===== config.mk =====
export PLATFORM = sky130hd
export DESIGN_NAME = char_lcd_nibble_sequencer
export DESIGN_NICKNAME = d
export VERILOG_FILES = /design/src/hdl/clns_pkg.sv /design/src/hdl/clns_queue.sv /design/src/hdl/clns_front.sv /design/src/hdl/clns_back.sv /design/src/hdl/char_lcd_nibble_sequencer.sv
export SDC_FILE = /design/constraint.sdc
export NUM_CORES = 1
export LEC_CHECK = 0
export ABC_AREA = 1
export BUFFER_PORTS_ARGS = -buffer_cell sky130_fd_sc_hd__buf_4
export CAP_MARGIN = 10
export CORE_AREA = 4 4 151 153
export DETAILED_ROUTE_END_ITERATION = 6
export DIE_AREA = 0 0 155 157
export PLACE_DENSITY = 0.83
export SYNTH_ARGS = -nofsm -noshare
export SYNTH_HDL_FRONTEND = slang
export SYNTH_SLANG_ARGS = --single-unit

===== constraint.sdc =====
create_clock -name clk -period 2.34 [get_ports clk]
set_input_delay 0.117 -clock clk [delete_from_list [all_inputs] [get_ports clk]]
set_output_delay 0.117 -clock clk [all_outputs]
set_load 0.05 [all_outputs]

===== src/hdl/clns_pkg.sv =====
// Shared types, constants and the helper function of the character LCD nibble sequencer.
package clns_pkg;

    localparam int NUM_ROWS = 4;
    localparam int ROW_W    = 2;
    localparam int TICK_W   = 25;
    localparam int LEN_W    = 6;
    localparam int COL_W    = 6;
    localparam int STEP_W   = 5;

    // Input kinds
    localparam logic [2:0] KIND_INIT  = 3'd0;
    localparam logic [2:0] KIND_CMD   = 3'd1;
    localparam logic [2:0] KIND_DATA  = 3'd2;
    localparam logic [2:0] KIND_PLACE = 3'd3;
    localparam logic [2:0] KIND_TEXT  = 3'd4;

    // Configuration register indexes
    localparam logic [2:0] CFG_ROW_LENGTH   = 3'd0;
    localparam logic [2:0] CFG_PULSE_TICKS  = 3'd1;
    localparam logic [2:0] CFG_GAP_TICKS    = 3'd2;
    localparam logic [2:0] CFG_SETTLE_TICKS = 3'd3;
    localparam logic [2:0] CFG_POWER_TICKS  = 3'd4;
    localparam logic [2:0] CFG_LONG_TICKS   = 3'd5;
    localparam logic [2:0] CFG_SHORT_TICKS  = 3'd6;

    // Display controller codes
    localparam logic [7:0] ROW_ADDR [4] = '{8'h80, 8'hC0, 8'h94, 8'hD4};
    localparam logic [3:0] INIT_NIB_WAKE = 4'h3;
    localparam logic [3:0] INIT_NIB_4BIT = 4'h2;
    localparam logic [7:0] CMD_CLEAR      = 8'h01;
    localparam logic [7:0] CMD_ENTRY_MODE = 8'h06;
    localparam logic [7:0] CMD_DISPLAY_ON = 8'h0C;

    // Init sequence: power-up wait, three wake nibbles and one 4-bit nibble (two steps each), three bytes
    localparam logic [STEP_W-1:0] INIT_BYTE_BASE = 5'd9;
    localparam logic [STEP_W-1:0] INIT_LAST_STEP = 5'd20;
    localparam logic [STEP_W-1:0] BYTE_LAST_STEP = 5'd3;
    localparam logic [STEP_W-1:0] PAIR_LAST_STEP = 5'd7;

    localparam logic [1:0] QUEUE_DEPTH = 2'd2;

    typedef struct packed {
        logic [2:0] kind;
        logic [7:0] value;
        logic [7:0] row;
        logic [5:0] col;
    } in_item_t;

    typedef struct packed {
        logic [3:0]        nibble;
        logic              reg_select;
        logic              enable;
        logic [TICK_W-1:0] hold_ticks;
        logic              last;
    } out_item_t;

    typedef struct packed {
        logic [LEN_W-1:0]  row_length;
        logic [TICK_W-1:0] pulse_ticks;
        logic [TICK_W-1:0] gap_ticks;
        logic [TICK_W-1:0] settle_ticks;
        logic [TICK_W-1:0] power_ticks;
        logic [TICK_W-1:0] long_ticks;
        logic [TICK_W-1:0] short_ticks;
    } cfg_t;

    typedef enum logic {
        JOB_INIT,
        JOB_BYTE
    } job_op_t;

    // One queued job: the init sequence, or one byte optionally followed by a command byte
    typedef struct packed {
        job_op_t    op;
        logic [7:0] byte0;
        logic       rs0;
        logic       has2;
        logic [7:0] byte1;
    } job_t;

    // One of the four pin steps of a byte: sub[1] picks the low nibble, sub[0] the wait step
    function automatic out_item_t byte_step(logic [7:0] b, logic rs, logic [1:0] sub, cfg_t cfg);
        out_item_t o;
        o.nibble     = sub[1] ? b[3:0] : b[7:4];
        o.reg_select = rs;
        o.enable     = ~sub[0];
        o.hold_ticks = sub[0] ? (sub[1] ? cfg.settle_ticks : cfg.gap_ticks) : cfg.pulse_ticks;
        o.last       = 1'b0;
        return o;
    endfunction

endpackage


===== src/hdl/clns_queue.sv =====
// Two-entry job queue between the classifier and the pin step sequencer.
module clns_queue (
    input  logic         clk,
    input  logic         rst_n,
    input  logic         push,
    input  clns_pkg::job_t push_job,
    input  logic         pop,
    output logic         full,
    output logic         head_valid,
    output clns_pkg::job_t head
);
    import clns_pkg::*;

    job_t       mem_reg [2];
    logic       wr_ptr_reg;
    logic       wr_ptr_next;
    logic       rd_ptr_reg;
    logic       rd_ptr_next;
    logic [1:0] count_reg;
    logic [1:0] count_next;

    assign full       = (count_reg == QUEUE_DEPTH);
    assign head_valid = (count_reg != 2'd0);
    assign head       = mem_reg[rd_ptr_reg];

    always_comb
    begin
        wr_ptr_next = push ? ~wr_ptr_reg : wr_ptr_reg;
        rd_ptr_next = pop ? ~rd_ptr_reg : rd_ptr_reg;
        count_next  = count_reg + {1'b0, push} - {1'b0, pop};
    end

    always_ff @(posedge clk or negedge rst_n)
    begin
        if (!rst_n)
        begin
            wr_ptr_reg <= 1'b0;
            rd_ptr_reg <= 1'b0;
            count_reg  <= 2'd0;
        end
        else
        begin
            wr_ptr_reg <= wr_ptr_next;
            rd_ptr_reg <= rd_ptr_next;
            count_reg  <= count_next;
        end
    end

    always_ff @(posedge clk)
    begin
        if (push)
        begin
            mem_reg[wr_ptr_reg] <= push_job;
        end
    end

endmodule


===== src/hdl/clns_front.sv =====
// Input classifier: tracks the cursor and turns each accepted transaction of kinds 0 to 4 into an init or byte job.
module clns_front (
    input  logic               clk,
    input  logic               rst_n,
    input  logic               accept,
    input  clns_pkg::in_item_t item,
    input  logic [5:0]         row_length,
    output logic               push,
    output clns_pkg::job_t     job
);
    import clns_pkg::*;

    logic [ROW_W-1:0] cursor_row_reg;
    logic [ROW_W-1:0] cursor_row_next;
    logic [COL_W-1:0] cursor_col_reg;
    logic [COL_W-1:0] cursor_col_next;

    logic [ROW_W-1:0] place_row;
    logic [ROW_W-1:0] wrap_row;
    logic [COL_W:0]   col_inc;
    logic             wrap;

    always_comb
    begin
        place_row = (item.row >= 8'(NUM_ROWS)) ? '0 : item.row[ROW_W-1:0];
        wrap_row  = (cursor_row_reg == ROW_W'(NUM_ROWS - 1)) ? '0 : cursor_row_reg + 1'b1;
        col_inc   = {1'b0, cursor_col_reg} + 1'b1;
        wrap      = (col_inc >= {1'b0, row_length});
    end

    always_comb
    begin
        push            = 1'b0;
        job.op          = JOB_BYTE;
        job.byte0       = item.value;
        job.rs0         = 1'b0;
        job.has2        = 1'b0;
        job.byte1       = ROW_ADDR[wrap_row];
        cursor_row_next = cursor_row_reg;
        cursor_col_next = cursor_col_reg;
        unique case (item.kind)
            KIND_INIT:
            begin
                push            = accept;
                job.op          = JOB_INIT;
                cursor_row_next = '0;
                cursor_col_next = '0;
            end
            KIND_CMD:
            begin
                push = accept;
            end
            KIND_DATA:
            begin
                push    = accept;
                job.rs0 = 1'b1;
            end
            KIND_PLACE:
            begin
                push            = accept;
                job.byte0       = ROW_ADDR[place_row] + {2'b00, item.col};
                cursor_row_next = place_row;
                cursor_col_next = item.col;
            end
            KIND_TEXT:
            begin
                push     = accept;
                job.rs0  = 1'b1;
                job.has2 = wrap;
                if (wrap)
                begin
                    cursor_row_next = wrap_row;
                    cursor_col_next = '0;
                end
                else
                begin
                    cursor_col_next = col_inc[COL_W-1:0];
                end
            end
            default:
            begin
                push = 1'b0;
            end
        endcase
    end

    always_ff @(posedge clk or negedge rst_n)
    begin
        if (!rst_n)
        begin
            cursor_row_reg <= '0;
            cursor_col_reg <= '0;
        end
        else if (accept)
        begin
            cursor_row_reg <= cursor_row_next;
            cursor_col_reg <= cursor_col_next;
        end
    end

endmodule


===== src/hdl/clns_back.sv =====
// Pin step sequencer: walks the queue head job one pin step per cycle into the output register unless stalled.
module clns_back (
    input  logic                clk,
    input  logic                rst_n,
    input  clns_pkg::cfg_t      cfg,
    input  logic                head_valid,
    input  clns_pkg::job_t      head,
    output logic                pop,
    input  logic                out_stall,
    output logic                out_valid,
    output clns_pkg::out_item_t out_item
);
    import clns_pkg::*;

    logic [STEP_W-1:0] step_reg;
    logic [STEP_W-1:0] step_next;
    logic              out_valid_reg;
    logic              out_valid_next;
    out_item_t         out_item_reg;

    logic              advance;
    out_item_t         cur;
    logic [2:0]        wake_idx;
    logic [1:0]        wake_nib;
    logic [3:0]        init_byte_idx;
    logic [7:0]        init_byte;

    assign advance   = head_valid && (!out_valid_reg || !out_stall);
    assign out_valid = out_valid_reg;
    assign out_item  = out_item_reg;

    always_comb
    begin
        wake_idx      = 3'(step_reg - 1'b1);
        wake_nib      = wake_idx[2:1];
        init_byte_idx = 4'(step_reg - INIT_BYTE_BASE);
        unique case (init_byte_idx[3:2])
            2'd0:    init_byte = CMD_CLEAR;
            2'd1:    init_byte = CMD_ENTRY_MODE;
            default: init_byte = CMD_DISPLAY_ON;
        endcase

        unique case (head.op)
            JOB_INIT:
            begin
                if (step_reg == '0)
                begin
                    cur.nibble     = '0;
                    cur.reg_select = 1'b0;
                    cur.enable     = 1'b0;
                    cur.hold_ticks = cfg.power_ticks;
                    cur.last       = 1'b0;
                end
                else if (step_reg < INIT_BYTE_BASE)
                begin
                    cur.nibble     = (wake_nib == 2'd3) ? INIT_NIB_4BIT : INIT_NIB_WAKE;
                    cur.reg_select = 1'b0;
                    cur.enable     = ~wake_idx[0];
                    if (!wake_idx[0])
                        cur.hold_ticks = cfg.pulse_ticks;
                    else
                        cur.hold_ticks = wake_nib[1] ? cfg.short_ticks : cfg.long_ticks;
                    cur.last       = 1'b0;
                end
                else
                begin
                    cur = byte_step(init_byte, 1'b0, init_byte_idx[1:0], cfg);
                end
                cur.last = (step_reg == INIT_LAST_STEP);
            end
            JOB_BYTE:
            begin
                if (step_reg[2])
                    cur = byte_step(head.byte1, 1'b0, step_reg[1:0], cfg);
                else
                    cur = byte_step(head.byte0, head.rs0, step_reg[1:0], cfg);
                cur.last = head.has2 ? (step_reg == PAIR_LAST_STEP)
                                     : (step_reg == BYTE_LAST_STEP);
            end
            default:
            begin
                cur = '0;
            end
        endcase
    end

    always_comb
    begin
        pop            = advance && cur.last;
        step_next      = step_reg;
        out_valid_next = out_valid_reg;
        if (advance)
        begin
            step_next      = cur.last ? '0 : step_reg + 1'b1;
            out_valid_next = 1'b1;
        end
        else if (!out_stall)
        begin
            out_valid_next = 1'b0;
        end
    end

    always_ff @(posedge clk or negedge rst_n)
    begin
        if (!rst_n)
        begin
            step_reg      <= '0;
            out_valid_reg <= 1'b0;
        end
        else
        begin
            step_reg      <= step_next;
            out_valid_reg <= out_valid_next;
        end
    end

    always_ff @(posedge clk)
    begin
        if (advance)
        begin
            out_item_reg <= cur;
        end
    end

endmodule


===== src/hdl/char_lcd_nibble_sequencer.sv =====
// Top level of the character LCD nibble sequencer: config registers, classifier, queue, sequencer.
//
// Input channel (in_valid / in_stall / in_item): one transaction per display request
// (init, command byte, data byte, place cursor, text character). Output channel
// (out_valid / out_stall / out_item): one transaction per pin step; the consumer holds
// the pins for hold_ticks cycles, and last marks the final step of a request.
// The job queue registers each request taken; the sequencer then loads its first pin step
// into the output register. The sequencer emits one pin step per cycle unless out_stall
// holds a valid output, and a request takes 4 pin steps (command, data, place), 4 or 8
// (text, 8 when it wraps to the next row) or 21 (init); kinds 5 to 7 are taken and dropped.
// A two-entry job queue lets requests be taken while earlier ones are still being
// sequenced; in_stall rises only when that queue is full.
// When out_stall is high while an output is valid, the output register holds its
// transaction and the sequencer waits; the queue then fills and stalls the input.
// Reset clears the cursor, the queue and the output valid, and loads the default config
// registers. Config writes (cfg_we, cfg_index, cfg_data) take effect once registered.
module char_lcd_nibble_sequencer (
    input  logic                clk,
    input  logic                rst_n,
    input  logic                in_valid,
    output logic                in_stall,
    input  clns_pkg::in_item_t  in_item,
    output logic                out_valid,
    input  logic                out_stall,
    output clns_pkg::out_item_t out_item,
    input  logic                cfg_we,
    input  logic [2:0]          cfg_index,
    input  logic [24:0]         cfg_data
);
    import clns_pkg::*;

    cfg_t cfg_reg;
    logic accept;
    logic push;
    job_t push_job;
    logic pop;
    logic full;
    logic head_valid;
    job_t head;

    assign in_stall = full;
    assign accept   = in_valid && !full;

    always_ff @(posedge clk or negedge rst_n)
    begin
        if (!rst_n)
        begin
            cfg_reg.row_length   <= LEN_W'(16);
            cfg_reg.pulse_ticks  <= TICK_W'(1000);
            cfg_reg.gap_ticks    <= TICK_W'(5000);
            cfg_reg.settle_ticks <= TICK_W'(250000);
            cfg_reg.power_ticks  <= TICK_W'(25000000);
            cfg_reg.long_ticks   <= TICK_W'(2500000);
            cfg_reg.short_ticks  <= TICK_W'(500000);
        end
        else if (cfg_we)
        begin
            unique case (cfg_index)
                CFG_ROW_LENGTH:   cfg_reg.row_length   <= cfg_data[LEN_W-1:0];
                CFG_PULSE_TICKS:  cfg_reg.pulse_ticks  <= cfg_data;
                CFG_GAP_TICKS:    cfg_reg.gap_ticks    <= cfg_data;
                CFG_SETTLE_TICKS: cfg_reg.settle_ticks <= cfg_data;
                CFG_POWER_TICKS:  cfg_reg.power_ticks  <= cfg_data;
                CFG_LONG_TICKS:   cfg_reg.long_ticks   <= cfg_data;
                CFG_SHORT_TICKS:  cfg_reg.short_ticks  <= cfg_data;
                default:          cfg_reg              <= cfg_reg;
            endcase
        end
    end

    clns_front u_front (
        .clk        (clk),
        .rst_n      (rst_n),
        .accept     (accept),
        .item       (in_item),
        .row_length (cfg_reg.row_length),
        .push       (push),
        .job        (push_job)
    );

    clns_queue u_queue (
        .clk        (clk),
        .rst_n      (rst_n),
        .push       (push),
        .push_job   (push_job),
        .pop        (pop),
        .full       (full),
        .head_valid (head_valid),
        .head       (head)
    );

    clns_back u_back (
        .clk        (clk),
        .rst_n      (rst_n),
        .cfg        (cfg_reg),
        .head_valid (head_valid),
        .head       (head),
        .pop        (pop),
        .out_stall  (out_stall),
        .out_valid  (out_valid),
        .out_item   (out_item)
    );

endmodule

==> results.yml <==
status:
  status: "completed"
critical_path:
  crit_type: "register to register"
  cp_slowest_cell: "dfrtp_1"
  max_stage_delay_ps: 400
  cp-start-kind: "register"
  crit_family: "simple AND/OR/NAND/NOR gates"
  crit_fanout: 8
  path_cells: "ha_1 > nand3_1 > xor2_1 > ha_1 > nand2_1 > nand2_1 > nand2_1 > nand2_1 > nor2_4 > nand3_1 > nand2_1 > nand2_1 > o21ai_0"
  cp.arrival_ps: 2590
  cp_data_required_time_ps: 2760
  end_kind: "register"
  crit_buf_inv: 0
  cpMostUsedCell: "nand2_1"
final_layout:
  largest_reg_flops: 156
  area_growth_pct: 19.8
  layout_commonest_cell: "nand2_1"
  finish.utilization_pct: 64.4
  drive_above_1_share_pct: 15.1
  final_cells: 1859
  final_nets: 1635
  layout_common_cells: "477 x nand2_1, 210 x o21ai_0, 142 x inv_1"
  diodes: 0
global_routing:
  grt_pass1_vias: 9876
  grt_overflow: 0
  grt_pass1_wl_um: 48300
  antenna_found_initial: 0
  grt_max_degree: 72
  grt_usage_pct: 24.1
route:
  drt-pass1-iter-count: 6
  routed_wl_um: 29400
  ant_nets: 0
  drcViolationCount: 0
  routed_via_density: 5.41
  drt_iter0_drc: 833
  route.vias.total: 10100
  wl_per_cell_um: 15.8
logic_synthesis:
  yosys_warnings: 0
  synthFlopType: "dfrtp_1"
  synth_top_cell_area_share_pct: 27.6
  ys_seq_area_share_pct: 53.1
  synth_top_area_cell: "dfrtp_1"
  ys_types: 40
  synthCells: 1443
  synth_area_um2: 11600
  syn_nets: 1517
  yosys-top-cells-area: "dfrtp_1 28%, nand2_1 15%, edfxtp_1 15%, dfstp_2 10%, o21ai_0 9.1%"
  synth_edf_count: 58
  ys_ff_latch: 232
  synthArstFlopShare_pct: 75.0
  avgSynthCellArea_um2: 8.04
pwr:
  p_leak_nw: 6.61
  peakVddDrop_v: 0.000868
  power.density_nw_per_um2: 1310
  total_power_w: 0.0182
timing:
  setup-violations-final: 0
  clock_skew_ps: 12.3
  finalCritPeriodShare_pct: 92.5
  max_freq_ghz: 0.462
  timing.final.hold_violations: 0
  relSlewSlack_pct: 52.2
  min_period_ps: 2170
  worst_slew_pin_slew_ps: 718
  maxSlewViolCount: 0
  setup_slack_ps: 174
die:
  die_y_um: 157
  die_area_um2: 24300
  io_pins: 92
  core_um2: 21600
  start_util_pct: 53.8
  die_w_um: 155
  std_cell_rows: 54
placed_design:
  placedCellCount: 1769
  gp_congestion: 0.881
  dpl.hpwl_um: 18200
  port_buffers: 91
  dp_worst_setup_slack_ps: 28.9
cts:
  cts-htree-levels: 1
  cts-buffers-inserted: 25
  cts_root_buf: "clkbuf_16"
  clk_latency_ps: 510
  cts_sinks: 232
  clockBufferDepth: 3
  cts.clk_slew.worst_paths_ps: 70
  cts_tree: "done"
job:
  cap_violations: 0
min_path:
  hold_class: "input port to register"
-- tightest hold or removal path: cells and delay by family --
family | cells | cell delay (ps)
compound gates | 1 | 180
buf+inv | 2 | 180
-- Yosys cell counts (10+ instances only) --
| cell type | n |
|---|---|
| buf_2 | 23 |
| o21ai_1 | 13 |
| a21oi_1 | 47 |
| clkbuf_1 | 45 |
| dfrtp_1 | 128 |
| inv_1 | 143 |
| ha_1 | 16 |
| o22ai_1 | 18 |
| a221oi_1 | 10 |
| nand3_1 | 45 |
| dfstp_2 | 46 |
| o21ai_0 | 211 |
| edfxtp_1 | 58 |
| nand2_1 | 477 |
| nor2_1 | 103 |
-- kinds of logic (layout without fill, tap and decap cells) --
family | Yosys count | count (layout) | synth area share (%)
and+or+nand+nor | 644 | 644 | 21.9
xor gates and xnor gates | 11 | 11 | 0.993
buffers and inverters | 231 | 367 | 8.22
AOI/OAI and AO/OA | 309 | 309 | 14.1
DFF | 232 | 232 | 53.1
adders and majority gates | 16 | 16 | 1.73
-- power by group --
group,switching [W],internal (W)
Clock,0.00160,0.00230
Sequential,0.000612,0.00549
Combinational,0.00554,0.00267
-- area by class of cell --
| type | count | area, um2 |
|---|---|---|
| clock buffer | 34 | 729 |
| tap | 280 | 350 |
| clock inverter | 11 | 96.3 |
| inverter | 151 | 576 |
| multi-input combinational | 980 | 4500 |
| fill | 1735 | 7660 |
| sequential | 232 | 6150 |
| timing repair buffer | 171 | 1480 |
-- repair_timing --
action / 4_1_cts / 5_1_grt
setup buffers: 0 / 2
hold buffers: 43 / 0
resized for setup: 0 / 2
setup endpoints to repair: 0 / 12
hold endpoints to repair: 196 / 0
-- layer usage --
metal / global-route usage (%) / routed length (um) / up-vias
met3: 3.52 / 2090 / 56
met1: 31.8 / 12200 / 4738
li1: - / - / 4880
met4: 7.78 / 698 / 0
met2: 41.3 / 14400 / 389
met5: 0 / 0 / -
-- final timing paths --
kind / startpoint / endpoint / slack (ps) / cells after the start
max: u_front.cursor_col_reg[1]$_DFFE_PN0P_ / u_front.cursor_row_reg[1]$_DFFE_PN0P_ / 170 / 13
max in group asynchronous: rst_n / cfg_reg[92]$_DFFE_PN1P_ / 1390 / 3
min reg2reg: cfg_reg[7]$_DFFE_PN0P_ / cfg_reg[7]$_DFFE_PN0P_ / 490 / 2
min: cfg_data[0] / cfg_reg[25]$_DFFE_PN0P_ / 5 / 3
min in group asynchronous: rst_n / cfg_reg[58]$_DFFE_PN0P_ / 200 / 2
max reg2reg: u_front.cursor_col_reg[1]$_DFFE_PN0P_ / u_front.cursor_row_reg[1]$_DFFE_PN0P_ / 170 / 13
-- through the flow --
step,TNS [ps],cell area (um2),hold slack (ps)
finish,0,13900,5.23
floorplan,0,11600,-179
detailed placement,0,12600,180
CTS,0,13900,2.89
global placement,0,12600,178
global route,-16.2,13900,36.6
(Power assumes the default switching activity.)
